File: config.mk
export PLATFORM = sky130hd
export DESIGN_NAME = round_robin_thread_scheduler_top
export DESIGN_NICKNAME = d
export VERILOG_FILES = /design/src/hdl/rrts_pkg.sv /design/src/hdl/rrts_ctrl.sv /design/src/hdl/rrts_datapath.sv /design/src/hdl/round_robin_thread_scheduler_top.sv
export SDC_FILE = /design/constraint.sdc
export NUM_CORES = 1
export LEC_CHECK = 0
export BUFFER_PORTS_ARGS = -buffer_cell sky130_fd_sc_hd__buf_2
export CAP_MARGIN = 0
export CORE_AREA = 2 2 186 188
export CTS_CLUSTER_DIAMETER = 30
export DETAILED_ROUTE_END_ITERATION = 10
export DIE_AREA = 0 0 188 190
export PLACE_DENSITY_LB_ADDON = 0.12
export REMOVE_ABC_BUFFERS = 1
export SLEW_MARGIN = 20
export SYNTH_ARGS = -nofsm -noshare
export SYNTH_HDL_FRONTEND = slang
export SYNTH_SLANG_ARGS = --single-unit
File: constraint.sdc
create_clock -name i_clk -period 9.33 [get_ports i_clk]
set_clock_uncertainty 0.05 [all_clocks]
set_input_delay 2.3325 -clock i_clk [delete_from_list [all_inputs] [get_ports i_clk]]
set_output_delay 2.3325 -clock i_clk [all_outputs]
set_load 0.005 [all_outputs]
File: src/hdl/rrts_pkg.sv
// ----------------------------------------------------------------------------
// rrts_pkg
// shared types and constants of the round robin thread scheduler
// ----------------------------------------------------------------------------
`timescale 1ns / 1ps

package rrts_pkg;

    localparam int RRTS_SLOT_COUNT = 4;

    typedef enum logic [1:0] {
        ACT_SPAWN = 2'd0,
        ACT_YIELD = 2'd1,
        ACT_EXIT  = 2'd2
    } t_action;

    typedef enum logic [1:0] {
        STS_OK       = 2'd0,
        STS_FULL     = 2'd1,
        STS_NO_READY = 2'd2,
        STS_FINISHED = 2'd3
    } t_status;

    typedef enum logic [1:0] {
        SLOT_UNUSED  = 2'd0,
        SLOT_RUNNING = 2'd1,
        SLOT_READY   = 2'd2
    } t_slot_state;

    typedef struct packed {
        logic load;
        logic step;
        logic commit;
    } t_cmd;

    typedef struct packed {
        logic act_valid;
        logic hit;
        logic last;
    } t_sts;

endpackage

File: src/hdl/rrts_ctrl.sv
// ----------------------------------------------------------------------------
// rrts_ctrl
// sequencer: accepts a request, steps the slot scan, issues the result strobe
// ----------------------------------------------------------------------------
`timescale 1ns / 1ps

module rrts_ctrl
    import rrts_pkg::*;
(
    input  logic i_clk,
    input  logic i_rst_n,
    input  logic start,
    output logic busy,
    output logic o_done,
    input  t_sts i_sts,
    output t_cmd o_cmd
);

    typedef enum logic [2:0] {
        ST_IDLE = 3'b001,
        ST_SCAN = 3'b010,
        ST_EMIT = 3'b100
    } t_state;

    t_state r_state;
    t_state n_state;

    always_ff @(posedge i_clk) begin
        if (!i_rst_n) begin
            r_state <= ST_IDLE;
        end else begin
            r_state <= n_state;
        end
    end

    always_comb begin
        n_state = r_state;
        o_cmd   = '0;
        o_done  = 1'b0;
        case (r_state)
            ST_IDLE: begin
                if (start) begin
                    o_cmd.load = 1'b1;
                    n_state    = ST_SCAN;
                end
            end
            ST_SCAN: begin
                if (!i_sts.act_valid) begin
                    n_state = ST_EMIT;
                end else if (i_sts.hit || i_sts.last) begin
                    o_cmd.commit = 1'b1;
                    n_state      = ST_EMIT;
                end else begin
                    o_cmd.step = 1'b1;
                end
            end
            ST_EMIT: begin
                o_done  = 1'b1;
                n_state = ST_IDLE;
            end
            default: begin
                n_state = ST_IDLE;
            end
        endcase
    end

    assign busy = (r_state != ST_IDLE);

endmodule

File: src/hdl/rrts_datapath.sv
// ----------------------------------------------------------------------------
// rrts_datapath
// slot table, current slot, start address memory and result registers
// ----------------------------------------------------------------------------
`timescale 1ns / 1ps

module rrts_datapath
    import rrts_pkg::*;
#(
    parameter int SLOT_COUNT = RRTS_SLOT_COUNT
) (
    input  logic        i_clk,
    input  logic        i_rst_n,
    input  t_cmd        i_cmd,
    output t_sts        o_sts,
    input  logic [1:0]  i_action,
    input  logic [63:0] i_entry_address,
    input  logic [7:0]  i_exit_code,
    output logic [1:0]  o_status,
    output logic        o_switched,
    output logic [1:0]  o_from_slot,
    output logic [1:0]  o_to_slot,
    output logic [1:0]  o_spawned_slot,
    output logic        o_first_run,
    output logic [63:0] o_start_address,
    output logic [7:0]  o_final_code
);

    localparam int SLOT_W = (SLOT_COUNT > 1) ? $clog2(SLOT_COUNT) : 1;
    localparam logic [SLOT_W-1:0] LastIdx = SLOT_W'(SLOT_COUNT - 1);

    logic [1:0]            r_act;
    logic [63:0]           r_entry;
    logic [7:0]            r_code;
    logic                  r_exit_main;
    logic [SLOT_W-1:0]     r_cur;
    logic [SLOT_W-1:0]     r_idx;
    logic [SLOT_W-1:0]     r_cnt;
    logic [SLOT_W-1:0]     n_idx;
    logic [SLOT_COUNT-1:0] r_never_ran;
    t_slot_state           r_slot_state [SLOT_COUNT];
    logic [63:0]           r_start_mem  [SLOT_COUNT];
    logic [63:0]           r_rd_data;

    t_status               r_status;
    logic                  r_switched;
    logic [SLOT_W-1:0]     r_from;
    logic [SLOT_W-1:0]     r_to;
    logic [SLOT_W-1:0]     r_spawned;
    logic                  r_first;
    logic [7:0]            r_final;

    logic                  act_valid;
    logic                  is_spawn;
    logic                  hit;
    logic                  do_spawn;
    logic                  do_switch;
    logic                  do_free;
    t_slot_state           want;
    logic [SLOT_W+1:0]     from_ext;
    logic [SLOT_W+1:0]     to_ext;
    logic [SLOT_W+1:0]     spawned_ext;

    assign act_valid = (r_act == ACT_SPAWN) || (r_act == ACT_YIELD) || (r_act == ACT_EXIT);
    assign is_spawn  = (r_act == ACT_SPAWN);
    assign want      = is_spawn ? SLOT_UNUSED : SLOT_READY;
    assign hit       = act_valid && (r_slot_state[r_idx] == want);
    assign n_idx     = (r_idx == LastIdx) ? '0 : r_idx + 1'b1;

    assign do_spawn  = i_cmd.commit && hit && is_spawn;
    assign do_switch = i_cmd.commit && hit && !is_spawn;
    assign do_free   = i_cmd.load && (i_action == ACT_EXIT) && (r_cur != '0);

    assign o_sts.act_valid = act_valid;
    assign o_sts.hit       = hit;
    assign o_sts.last      = (r_cnt == LastIdx);

    // request capture and scan position
    always_ff @(posedge i_clk) begin
        if (!i_rst_n) begin
            r_idx <= '0;
            r_cnt <= '0;
        end else if (i_cmd.load) begin
            r_idx <= (i_action == ACT_SPAWN) ? '0 : r_cur;
            r_cnt <= '0;
        end else if (i_cmd.step) begin
            r_idx <= n_idx;
            r_cnt <= r_cnt + 1'b1;
        end
    end

    always_ff @(posedge i_clk) begin
        if (i_cmd.load) begin
            r_act       <= i_action;
            r_entry     <= i_entry_address;
            r_code      <= i_exit_code;
            r_exit_main <= (r_cur == '0);
        end
    end

    // slot table
    always_ff @(posedge i_clk) begin
        if (!i_rst_n) begin
            for (int i = 0; i < SLOT_COUNT; i++) begin
                r_slot_state[i] <= (i == 0) ? SLOT_RUNNING : SLOT_UNUSED;
            end
            r_never_ran     <= '0;
            r_cur           <= '0;
        end else if (do_free) begin
            r_slot_state[r_cur] <= SLOT_UNUSED;
        end else if (do_spawn) begin
            r_slot_state[r_idx] <= SLOT_READY;
            r_never_ran[r_idx]  <= 1'b1;
        end else if (do_switch) begin
            if ((r_cur != r_idx) && (r_slot_state[r_cur] != SLOT_UNUSED)) begin
                r_slot_state[r_cur] <= SLOT_READY;
            end
            r_slot_state[r_idx] <= SLOT_RUNNING;
            r_never_ran[r_idx]  <= 1'b0;
            r_cur               <= r_idx;
        end
    end

    // start address memory
    always_ff @(posedge i_clk) begin
        if (do_spawn) begin
            r_start_mem[r_idx] <= r_entry;
        end
    end

    always_ff @(posedge i_clk) begin
        if (do_switch) begin
            r_rd_data <= r_start_mem[r_idx];
        end
    end

    // result registers
    always_ff @(posedge i_clk) begin
        if (i_cmd.load) begin
            r_status   <= STS_OK;
            r_switched <= 1'b0;
            r_from     <= '0;
            r_to       <= '0;
            r_spawned  <= '0;
            r_first    <= 1'b0;
            r_final    <= '0;
        end else if (i_cmd.commit) begin
            if (hit) begin
                if (is_spawn) begin
                    r_spawned <= r_idx;
                end else begin
                    r_switched <= 1'b1;
                    r_from     <= r_cur;
                    r_to       <= r_idx;
                    r_first    <= r_never_ran[r_idx];
                end
            end else begin
                case (r_act)
                    ACT_SPAWN: begin
                        r_status <= STS_FULL;
                    end
                    ACT_YIELD: begin
                        r_status <= STS_NO_READY;
                    end
                    ACT_EXIT: begin
                        if (r_exit_main) begin
                            r_status <= STS_FINISHED;
                            r_final  <= r_code;
                        end else begin
                            r_status <= STS_NO_READY;
                        end
                    end
                    default: begin
                        r_status <= STS_OK;
                    end
                endcase
            end
        end
    end

    assign from_ext    = {2'b00, r_from};
    assign to_ext      = {2'b00, r_to};
    assign spawned_ext = {2'b00, r_spawned};

    assign o_status        = r_status;
    assign o_switched      = r_switched;
    assign o_from_slot     = from_ext[1:0];
    assign o_to_slot       = to_ext[1:0];
    assign o_spawned_slot  = spawned_ext[1:0];
    assign o_first_run     = r_first;
    assign o_start_address = r_first ? r_rd_data : '0;
    assign o_final_code    = r_final;

endmodule

File: src/hdl/round_robin_thread_scheduler_top.sv
// ----------------------------------------------------------------------------
// round_robin_thread_scheduler_top
// cooperative round robin scheduler: spawn, yield and exit bookkeeping
// ----------------------------------------------------------------------------
// usage
//   a request (i_action, i_entry_address, i_exit_code) is taken at a clock
//   edge with start high and busy low; busy then stays high until the result
//   has been shown
//   each request gives one result on the o_ ports, valid for the single
//   cycle in which o_done is high; the receiver cannot stall it
//   the slot scan looks at one slot per cycle; a valid request examines
//   1 to SLOT_COUNT slots before o_done is raised, and the next request
//   can be taken in the cycle after o_done
//   an unknown action examines no slot and returns an all-zero result
//   reset (synchronous, active low) makes slot 0 running, all other slots
//   unused, and returns the sequencer to idle; no clearing pass is needed
//   start addresses are stored in a one-port memory read after a switch
// ----------------------------------------------------------------------------
`timescale 1ns / 1ps

module round_robin_thread_scheduler_top
    import rrts_pkg::*;
#(
    parameter int SLOT_COUNT = RRTS_SLOT_COUNT
) (
    input  logic        i_clk,
    input  logic        i_rst_n,
    input  logic        start,
    output logic        busy,
    input  logic [1:0]  i_action,
    input  logic [63:0] i_entry_address,
    input  logic [7:0]  i_exit_code,
    output logic        o_done,
    output logic [1:0]  o_status,
    output logic        o_switched,
    output logic [1:0]  o_from_slot,
    output logic [1:0]  o_to_slot,
    output logic [1:0]  o_spawned_slot,
    output logic        o_first_run,
    output logic [63:0] o_start_address,
    output logic [7:0]  o_final_code
);

    t_cmd cmd;
    t_sts sts;

    rrts_ctrl u_ctrl (
        .i_clk   (i_clk),
        .i_rst_n (i_rst_n),
        .start   (start),
        .busy    (busy),
        .o_done  (o_done),
        .i_sts   (sts),
        .o_cmd   (cmd)
    );

    rrts_datapath #(
        .SLOT_COUNT (SLOT_COUNT)
    ) u_datapath (
        .i_clk           (i_clk),
        .i_rst_n         (i_rst_n),
        .i_cmd           (cmd),
        .o_sts           (sts),
        .i_action        (i_action),
        .i_entry_address (i_entry_address),
        .i_exit_code     (i_exit_code),
        .o_status        (o_status),
        .o_switched      (o_switched),
        .o_from_slot     (o_from_slot),
        .o_to_slot       (o_to_slot),
        .o_spawned_slot  (o_spawned_slot),
        .o_first_run     (o_first_run),
        .o_start_address (o_start_address),
        .o_final_code    (o_final_code)
    );

endmodule

Word level (Yosys, flattened, before mapping)
Memory sizes are Yosys's and may differ from the RTL's. A register that Yosys moved wholly into a read port is not among the register bits.
Index checks and enable logic that the tools add are counted.
{"block": "word_totals", "memories": 2, "wordCells": 131, "register_bits": 106, "in_bits": 77, "ram_bits": 264, "out_inout_bits": 84}
{"memory": "u_datapath.r_start_mem", "depth": 4, "width": 64, "rd": 1, "rd_ports_with_merged_regs": 1, "write_ports": 1, "line": "rrts_datapath.sv:42", "rtl": "logic [63:0] r_start_mem [SLOT_COUNT];"}
{"memory": "u_datapath.r_slot_state", "depth": 4, "width": 2, "rd": 2, "rd_ports_with_merged_regs": 2, "write_ports": 4, "line": "rrts_datapath.sv:41", "rtl": "t_slot_state r_slot_state [SLOT_COUNT];"}
{"block": "classes", "mux": 57, "n_eq_ne": 13, "n_reduce_logical": 29, "magnitude_cmp": 2, "n_bitwise": 10, "addsub": 2}
{"cell": "2-to-1 mux 64 bit", "count": 1}
{"cell": "2-to-1 mux 2 bit", "count": 17}
{"cell": "2-to-1 mux 1 bit", "count": 30}
{"cell": "2-to-1 mux 3 bit", "count": 3}
{"cell": "AND reduction 3 bit", "count": 3}
{"cell": "== test 2 bit (second input constant)", "count": 4}
{"cell": "logical AND 1 bit", "count": 8}
{"cell": "2-to-1 mux 4 bit", "count": 2}
{"cell": "nonzero test 2 bit", "count": 4}
{"cell": "logical NOT 2 bit", "count": 3}
{"cell": "case mux 2 bit (3 select lines)", "count": 1}
{"cell": "case mux 3 bit (2 select lines)", "count": 1}
{"cell": "AND reduction 2 bit", "count": 3}
{"cell": "OR reduction 2 bit", "count": 3}
{"cell": "NOT 1 bit", "count": 5}
{"cell": "adder 2 x 1 -> 2 bit (second input constant)", "count": 2}
{"cell": "AND 4 bit", "count": 1}
{"cell": "NOT 4 bit", "count": 1}
{"cell": "OR 4 bit", "count": 1}
{"cell": "AND reduction 4 bit", "count": 1}
{"cell": "== test 3 x 1 -> 1 bit (second input constant)", "count": 1}
{"cell": "== test 3 x 2 -> 1 bit (second input constant)", "count": 1}
{"cell": "== test 3 bit (second input constant)", "count": 1}
{"cell": "logical OR 1 bit", "count": 3}
{"cell": "other kinds (12)", "count": 13}

Longest topological paths before layout
Gate-level depths: netlist of the first run.
{"block": "depth", "ltp_word": 18, "depth_mapped": 10, "ltp_nobuf": 8}

Cells and area by module
From an unflattened synthesis of the first run, not the netlist that was laid out.
{"block": "unflattened", "cells_unflattened": 788, "area_unflattened_um2": 16249.3}
{"module": "rrts_datapath", "area_per_inst_um2": 16075.4, "cells_each": 771, "instances": 1, "seq_area_each_um2": 12742.2}
{"module": "rrts_ctrl", "area_per_inst_um2": 173.9, "cells_each": 17, "instances": 1, "seq_area_each_um2": 60.1}

Least setup slack after synthesis of the first run
No wires, ideal clock.
{"block": "synth_path", "kind": "input port to flip-flop", "from": "input port start", "to": "register u_datapath.r_act[0] (enable)", "setup_time_ps": 402, "path_stages": 5, "slack_ps": 5069, "t_arrival_ps": 3809, "t_required_ps": 8878, "path_buffers": 2, "path_cell_list": "inv_1 or2_1 clkbuf_2 inv_1 buf_2"}
{"item": "from (decl)", "line": "round_robin_thread_scheduler_top.sv:28", "rtl": "input logic start,"}
{"item": "to (signal assigned)", "line": "rrts_datapath.sv:94", "rtl": "r_act <= i_action;"}
{"item": "to (decl)", "line": "rrts_datapath.sv:32", "rtl": "logic [1:0] r_act;"}

Worst setup path after layout of the first run
{"block": "layout_path", "from": "register u_datapath.r_first (netlist: u_datapath.o_first_run)", "to": "output port o_start_address[6]"}
{"block": "layout_via", "elab_chain_cells": 1}
{"item": "from (decl)", "line": "rrts_datapath.sv:50", "rtl": "logic r_first;"}
{"item": "from (signal assigned)", "line": "rrts_datapath.sv:155", "rtl": "r_first <= r_never_ran[r_idx];"}
{"item": "2-to-1 mux 64 bit", "line": "rrts_datapath.sv:191", "rtl": "assign o_start_address = r_first ? r_rd_data : '0;"}
{"item": "to (decl)", "line": "round_robin_thread_scheduler_top.sv:40", "rtl": "output logic [63:0] o_start_address,"}
No other way between the ends.

==> impl_metrics.tcl, run 1 <==
set metrics [dict create \
    rows 68 \
    busiest_layer "met2" \
    synth_area_per_cell_um2 20.28 \
    cts_tree "done" \
    layoutNonFillerInstCount 1534 \
    num_vias 7772 \
    dr.pass1.iters 5 \
    finalCritPeriodShare_pct 45.10 \
    worstSetupPathType "flip-flop to output pin" \
    cts_buffer_depth 3 \
    worstPathCellList "buf_4 -> and2_1 -> buf_2" \
    hold_viol_final 0 \
    ys_types 47 \
    clkTransAtPathRegs_ns 0.05 \
    port_buffers 160 \
    final_cell_mix "403 x edfxtp_1, 160 x buf_2, 85 x clkbuf_16" \
    crit_buf_inv 2 \
    grt_max_degree 66 \
    cts_hold_buf 0 \
    start_util_pct 47.08 \
    tightest_slew_ns 1.086 \
    die_area_um2 35720 \
    grt_overflow 0 \
    ioPinCount 161 \
    synth_edf_count 403 \
    cp_data_required_time_ns 6.95 \
    ir_worst_vdd_mv 0.1374 \
    cts_setup_buffers 0 \
    netlist_instances 788 \
    grt_pass1_vias 8193 \
    fin_area_um2 19990 \
    mappedNetlistArea_um2 15980 \
    cts_buffers 84 \
    path_delay_family "buffers and inverters" \
    layout_commonest_cell "edfxtp_1" \
    cp-end-kind "output pin" \
    area_growth_pct 25.10 \
    routedWlPerCell_um 19.99 \
    rsz0062_at_grt "no" \
    cpPeakStageDelay_ns 0.48 \
    drt_wl_total_um 30670 \
    max_freq_mhz 237.6 \
    dpl_cell_area_um2 17290 \
    cts_resized 0 \
    finalSetupViolations 0 \
    post-route-min-period_ns 4.208 \
    yosys_most_used_dff "edfxtp_1" \
    die_height_um 190 \
    grt_usage_pct 17.38 \
    yosys_warnings 0 \
    cp_data_arrival_time_ns 1.83 \
    cp_max_fo 58 \
    worst_slack_ns 5.122 \
    finalSetupTns_ns 0 \
    use_met2_pct 27.76 \
    grt_pass1_wl_um 46510 \
    die_w_um 188 \
    drv_slew 0 \
    drtIter0Drc 613 \
    cts_max_level 3 \
    cts_sinks 438 \
    ys_ff_latch 438 \
    p_per_area_nw_per_um2 258.6 \
    min_path_type "flip-flop to flip-flop" \
    coreArea_um2 33950 \
    cp_slowest_cell "buf_4" \
    slew_headroom_pct 27.63 \
    ant_nets 0 \
    drive_above_1_share_pct 35.38 \
    vias_per_cell 5.066 \
    place.gp.congestion 0.7592 \
    p_leak_nw 6.966 \
    root_buffer "clkbuf_16" \
    max_cap_viol_count 0 \
    async_flop_share_pct 0 \
    dp_hpwl_um 16130 \
    use_met1_pct 23.70 \
    nets 1095 \
    antenna_found_initial 2 \
    dpl.cell_count 1377 \
    drc_errors 0 \
    fin_util_pct 58.90 \
    gr-usage-met3_pct 4.280 \
    pre_cts_ws_ns 4.653 \
    crit_path_start_kind "flip-flop" \
    clk_latency_ns 0.57 \
    status "finished clean" \
    ys_seq_area_share_pct 80.10 \
]
## routing by layer
layer  wire, um  up-vias
li1           -     3575
met1      13790     3939
met2      14900      226
met3       1562       32
met4        417        0
met5          0        -
## flip-flops by register name (all words and copies together), names as in the netlist, 3 cells and up, named ones only
signal / count
u_ctrl.r_state: 3
u_datapath.o_final_code: 8
u_datapath.r_code: 8
u_datapath.r_entry: 64
u_datapath.r_rd_data: 64
u_datapath.r_slot_state: 8
u_datapath.r_start_mem: 256
## area by class of cell
class	count	area, um2
diodes	2	5.005
multi-input cells	304	2999
clock inverters	60	508.0
fillers	2588	13950
clock buffers	94	2161
well taps	455	569.3
flip-flops and latches	438	12810
inverters	11	45.04
repair buffers	170	895.9
## synth_stat cells, types with 4 or more instances
cell	count	area [um2]
nor2_1	15	56.30
buf_2	10	50.05
a21oi_1	11	55.05
clkbuf_1	22	82.58
and2_1	71	444.2
nor3_1	4	20.02
o21ai_0	18	90.09
nor2b_1	4	25.02
nand3_1	13	65.06
ha_1	9	112.6
mux4_2	67	1509
edfxtp_1	403	12100
mux2i_1	5	50.05
dfxtp_1	35	700.7
nand2_1	47	176.4
inv_1	10	37.54
## worst paths after layout
check             cells after the start                   start  slack, ns                         end
setup / recovery                      3  u_datapath.o_first_run       5.12          o_start_address[6]
hold / removal                        2    u_datapath.r_code[1]       0.40  u_datapath.o_final_code[1]
setup reg to reg                      6     u_datapath.r_act[1]       5.82    u_datapath.r_rd_data[10]
hold reg to reg                       2    u_datapath.r_code[1]       0.40  u_datapath.o_final_code[1]
## worst reg2reg max path, cell delays in order (launching register included)
cell and delay (ns):
edfxtp_1 0.43, ha_1 0.23, or4b_1 0.66, nor2_2 0.35, nand2b_1 0.30, clkinv_2 0.31
buf_4 0.75
## logic make-up after synthesis
| kind of cell | count (synthesis) | share of synthesized area, % |
|---|---|---|
| compound gates | 47 | 1.887 |
| xor+xnor | 4 | 0.3367 |
| fa+ha+maj | 9 | 0.7046 |
| buf+inv | 46 | 1.198 |
| flops | 438 | 80.10 |
| mux | 76 | 10.13 |
| simple gates | 168 | 5.644 |
## metrics by stage
stage               power, mW  hold WS [ns]
global placement        2.438        0.3728
detailed placement      2.441        0.3821
CTS                     5.238        0.3940
finish                  5.170        0.3967
global route            5.349        0.4256
floorplan               2.381        0.3678
## report_power, final
| group | total, mW | leakage [nW] | switching (mW) | internal (mW) |
|---|---|---|---|---|
| Sequential | 2.24 | 3.95 | 0.0408 | 2.20 |
| Clock | 2.77 | 1.26 | 0.963 | 1.81 |
| Combinational | 0.165 | 1.76 | 0.0826 | 0.0824 |
| Total | 5.17 | 6.97 | 1.09 | 4.08 |
No activity file was read; power rests on OpenSTA's default activity.
==> run 2, diff against run 1 <==
--- a/config.mk
+++ b/config.mk
@@ -5,12 +5,13 @@
 export SDC_FILE = /design/constraint.sdc
 export NUM_CORES = 1
 export LEC_CHECK = 0
+export ABC_AREA = 1
 export BUFFER_PORTS_ARGS = -buffer_cell sky130_fd_sc_hd__buf_2
 export CAP_MARGIN = 0
-export CORE_AREA = 2 2 186 188
+export CORE_AREA = 2 2 187 189
 export CTS_CLUSTER_DIAMETER = 30
 export DETAILED_ROUTE_END_ITERATION = 10
-export DIE_AREA = 0 0 188 190
+export DIE_AREA = 0 0 189 191
 export PLACE_DENSITY_LB_ADDON = 0.12
 export REMOVE_ABC_BUFFERS = 1
 export SLEW_MARGIN = 20
==> constraint.sdc (replaced) <==
create_clock -name i_clk -period 4 [get_ports i_clk]
set_clock_uncertainty 0.05 [all_clocks]
set_input_delay 1 -clock i_clk [delete_from_list [all_inputs] [get_ports i_clk]]
set_output_delay 1 -clock i_clk [all_outputs]
set_load 0.005 [all_outputs]
==> impl_metrics.tcl, run 2 <==
set metrics [dict create \
    route.met3.wl_um 1921 \
    cts_buffer_depth 3 \
    path_delay_family "flip-flops" \
    cp_max_fo 66 \
    r2r_setup_slack_ns 1.16 \
    yosys_warnings 0 \
    grt_pass1_vias 9700 \
    drc_errors 0 \
    r2r_cells 9 \
    fin_util_pct 60.25 \
    dpl_cell_area_um2 17490 \
    synth_top_area_share_pct 74.90 \
    wl_met2_um 16160 \
    cp-end-kind "output pin" \
    p_per_area_nw_per_um2 644.5 \
    hold_ws_ns 0.4175 \
    final_cell_mix "403 x edfxtp_1, 167 x nor2_1, 160 x buf_2" \
    post-route-min-period_ns 2.929 \
    pre_cts_ws_ns 1.147 \
    cts_resized 0 \
    routedWlPerCell_um 17.81 \
    synth_edf_count 403 \
    yosysMostFrequentCell "edfxtp_1" \
    r2r_end "u_datapath.r_start_mem[0][63]" \
    finalSetupTns_ns 0 \
    hold_viol_final 0 \
    ioPinCount 161 \
    drtIter0Drc 645 \
    cts_buffers 89 \
    highest_layer "met4" \
    ant_nets 0 \
    coreArea_um2 34120 \
    ys_seq_area_share_pct 79.23 \
    mappedNetlistArea_um2 16160 \
    p_leak_nw 8.005 \
    clkTransAtPathRegs_ns 0.05 \
    antenna_found_initial 0 \
    fillCellCount 2706 \
    cts_max_level 3 \
    crit_path_start_kind "flip-flop" \
    cp_data_arrival_time_ns 1.88 \
    cp_slowest_cell "dfxtp_4" \
    area_growth_pct 27.21 \
    drive_above_1_share_pct 24.36 \
    slew_headroom_pct 30.96 \
    start_util_pct 47.36 \
    die_w_um 189 \
    worstPathCellList "nand2_1 -> inv_1 -> buf_2" \
    grt_usage_pct 19.04 \
    dpl.cell_count 1735 \
    drt_wl_total_um 33830 \
    synth_common_cells "403 x edfxtp_1, 171 x nor2_1, 145 x o21ai_0" \
    vias_per_cell 5.063 \
    tightest_slew_ns 1.036 \
    num_vias 9620 \
    dp_hpwl_um 17920 \
    place.gp.congestion 0.8373 \
    min_path_type "flip-flop to flip-flop" \
    die_height_um 191 \
    hold_depth 2 \
    cts_setup_buffers 0 \
    synth_area_per_cell_um2 13.91 \
    dr.pass1.iters 5 \
    grt_overflow 0 \
    max_cap_viol_count 0 \
    cts_hold_buf 0 \
    cts_sinks 438 \
    finalPower_mw 13.25 \
    synth_top_area_cell "edfxtp_1" \
    port_buffers 160 \
    cp_data_required_time_ns 2.95 \
    fin_area_um2 20550 \
    worstSetupPathType "flip-flop to output pin" \
    worst_slack_ns 1.071 \
    drv_slew 0 \
    nets 1457 \
    r2r_start "u_datapath.r_act[0]" \
    layout_commonest_cell "edfxtp_1" \
    reg_top3 "u_datapath.r_start_mem (256), u_datapath.r_entry (64), u_datapath.r_rd_data (64)" \
    yosys_most_used_dff "edfxtp_1" \
    clk_latency_ns 0.59 \
    n_antenna_cell 0 \
    layoutNonFillerInstCount 1900 \
    rsz0062_at_grt "no" \
    async_flop_share_pct 0 \
    finalSetupViolations 0 \
    grt_pass1_wl_um 52480 \
    largest_reg_flops 256 \
    finalCritPeriodShare_pct 73.23 \
    cts_tree "done" \
    grt_max_degree 101 \
    synth.area.top_cells "edfxtp_1 75%, o21ai_0 4.5%, dfxtp_1 4.3%" \
    root_buffer "clkbuf_16" \
    top_register "u_datapath.r_start_mem" \
    status "finished clean" \
    rows 68 \
    ys_types 37 \
    die_area_um2 36100 \
    ys_ff_latch 438 \
    cpPeakStageDelay_ns 0.89 \
    crit_buf_inv 2 \
    netlist_instances 1162 \
    ir_worst_vdd_mv 0.4208 \
    max_freq_mhz 341.4 \
    wl_met1_um 14960 \
]
## run 2: changes by cell type after synthesis, moves of 61 or more
cell,delta
mux4_2,-67
inv_1,+84
nor2_1,+156
o21ai_0,+127
nand2_1,+61
o22ai_1,+65
and2_1,-71
## run 2: cell type report
| cell class | count | area (um2) | area share, % |
|---|---|---|---|
| flip-flops and latches | 438 | 12810 | 62.34 |
| multi-input cells | 568 | 2790 | 13.57 |
| clock buffers | 100 | 2311 | 11.24 |
| repair buffers | 171 | 920.9 | 4.480 |
| clock inverters | 65 | 752.0 | 3.658 |
| well taps | 455 | 569.3 | 2.770 |
| inverters | 103 | 397.9 | 1.936 |
## run 2: tightest hold or removal path: cells and delay by family, from the launching register on
| family | cells | cell delay, ns |
|---|---|---|
| compound gates | 1 | 0.05 |
| flops | 1 | 0.30 |
| simple gates | 1 | 0.06 |
## run 2: logic make-up after synthesis
logic type | count (synthesis) | synth area share (%)
DFF | 438 | 79.23
adders and majority gates | 9 | 0.6969
and+or+nand+nor | 322 | 8.417
buffers and inverters | 156 | 3.686
AOI/OAI and AO/OA | 236 | 7.914
xor gates and xnor gates | 1 | 0.05421
## run 2: per-layer routing
layer	global-route usage (%)	up-vias
met4	8.023	0
met3	4.186	64
met2	30.84	289
met5	0	-
met1	25.00	4661
li1	-	4606
## run 2: worst max-delay path by stage
stage,from,end,slack [ns],depth (start not counted)
after floorplan,u_datapath.r_idx[0],u_datapath.r_start_mem[0][0],-3.11,4
after global placement,u_datapath.r_act[0],u_datapath.r_start_mem[0][57],1.20,9
after detailed placement,u_datapath.r_act[0],u_datapath.r_start_mem[0][19],1.15,9
after CTS,u_datapath.o_first_run,o_start_address[13],0.97,3
after global routing,u_datapath.o_first_run,o_start_address[30],0.90,3
final,u_datapath.o_first_run,o_start_address[13],1.07,3
## run 2: power by group
group	internal (mW)	total (mW)	leakage, nW	switching, mW
Clock	5.00	7.39	1.46	2.38
Combinational	0.176	0.598	2.60	0.422
Sequential	5.17	5.26	3.95	0.0945
==> run 3, diff against run 2 <==
==> constraint.sdc (replaced) <==
create_clock -name i_clk -period 2.5 [get_ports i_clk]
set_clock_uncertainty 0.05 [all_clocks]
set_input_delay 0.625 -clock i_clk [delete_from_list [all_inputs] [get_ports i_clk]]
set_output_delay 0.625 -clock i_clk [all_outputs]
set_load 0.005 [all_outputs]
==> impl_metrics.tcl, run 3 (synthesized netlist as in run 2, its figures left out) <==
set metrics [dict create \
    status "finished clean" \
    drt_wl_total_um 33790 \
    final_cell_mix "403 x edfxtp_1, 167 x nor2_1, 160 x buf_2" \
    slew_headroom_pct 62.69 \
    drv_slew 0 \
    hold_viol_final 0 \
    port_buffers 160 \
    ioPinCount 161 \
    die_area_um2 36100 \
    cts_buffers 88 \
    place.gp.congestion 0.8353 \
    rsz0062_at_grt "no" \
    finalCritPeriodShare_pct 93.13 \
    root_buffer "clkbuf_16" \
    worstSetupPathType "flip-flop to output pin" \
    ant_nets 0 \
    dp_hpwl_um 19770 \
    cts_resized 0 \
    worst_slack_ns 0.1718 \
    tightest_slew_ns 0.5597 \
    die_w_um 189 \
    cp_data_required_time_ns 1.82 \
    grt_overflow 0 \
    start_util_pct 47.36 \
    gr-usage-met3_pct 4.681 \
    cts_max_level 3 \
    largest_reg_flops 256 \
    drc_errors 0 \
    antenna_found_initial 0 \
    dr.pass1.iters 5 \
    cp-end-kind "output pin" \
    pre_cts_ws_ns 0.2766 \
    routedWlPerCell_um 17.61 \
    cts_setup_buffers 0 \
    grt_pass1_vias 9595 \
    drive_above_1_share_pct 24.68 \
    top_register "u_datapath.r_start_mem" \
    clk_latency_ns 0.59 \
    finalPower_mw 20.33 \
    p_leak_nw 8.051 \
    cts_hold_buf 0 \
    post-route-min-period_ns 2.328 \
    crit_path_start_kind "flip-flop" \
    area_growth_pct 27.49 \
    cts_sinks 438 \
    vias_per_cell 5.051 \
    rows 68 \
    hold_depth 1 \
    die_height_um 191 \
    busiest_layer "met2" \
    p_per_area_nw_per_um2 986.9 \
    layout_commonest_cell "edfxtp_1" \
    r2r_cells 9 \
    max_freq_mhz 429.5 \
    grt_usage_pct 19.13 \
    grt_pass1_wl_um 52750 \
    grt_max_degree 91 \
    coreArea_um2 34120 \
    fillCellCount 2680 \
    cp_data_arrival_time_ns 1.65 \
    use_met1_pct 25.66 \
    max_cap_viol_count 0 \
    cts_buffer_depth 3 \
    min_path_type "input port to flip-flop" \
    finalSetupViolations 0 \
    cp_max_fo 28 \
    drtIter0Drc 620 \
    ir_worst_vdd_mv 0.6348 \
    use_met2_pct 29.99 \
    clkTransAtPathRegs_ns 0.05 \
    reg_top3 "u_datapath.r_start_mem (256), u_datapath.r_entry (64), u_datapath.r_rd_data (64)" \
    nets 1478 \
    num_vias 9692 \
    cts_tree "done" \
    finalSetupTns_ns 0 \
]
run 3: critical path, cell delays in order, from the launching register on:
cell	delay (ns)
dfxtp_4	0.52
buf_12	0.22
nand2_1	0.12
inv_1	0.07
buf_2	0.10
run 3: final timing paths:
path,endpoint,slack (ns),from
max,o_start_address[34],0.17,u_datapath.o_first_run
min,u_datapath.r_entry[34],0.16,i_entry_address[34]
max reg2reg,u_datapath.r_start_mem[2][61],0.27,u_datapath.r_act[1]
min reg2reg,u_datapath.r_cnt[0],0.42,u_datapath.r_cnt[0]
run 3: where the power goes:
part	total [mW]	switching (mW)	internal (mW)
Clock	10.9	3.67	7.24
Sequential	8.43	0.156	8.27
Combinational	0.987	0.674	0.312
run 3: final cells by class:
cell class | instances | area, um2 | share of cell area, %
Multi-Input combinational cell | 568 | 2790 | 13.54
Clock buffer | 104 | 2326 | 11.29
Inverter | 103 | 397.9 | 1.931
Tap cell | 455 | 569.3 | 2.764
Antenna cell | 1 | 2.502 | 0.01215
Clock inverter | 57 | 489.2 | 2.375
Sequential cell | 438 | 12810 | 62.20
Timing Repair Buffer | 193 | 1211 | 5.879
run 3: per-stage QoR:
step / std cells / util [%] / cell area (um2) / hold slack [ns]
2_1_floorplan: 1109 / - / 15960 / 0.3731
3_3_place_gp: 1757 / 52.12 / 17780 / 0.3964
3_5_place_dp: 1757 / 52.12 / 17780 / 0.4027
4_1_cts: 1918 / 60.37 / 20600 / 0.1269
5_1_grt: 1918 / 60.37 / 20600 / 0.1305
6_report: 1919 / 60.38 / 20600 / 0.1558
run 3: routing by layer:
metal | routed length [um] | share of wire (%)
met1 | 14950 | 44
met3 | 2160 | 6.4
met4 | 978 | 2.9
met5 | 0 | 0
met2 | 15710 | 46
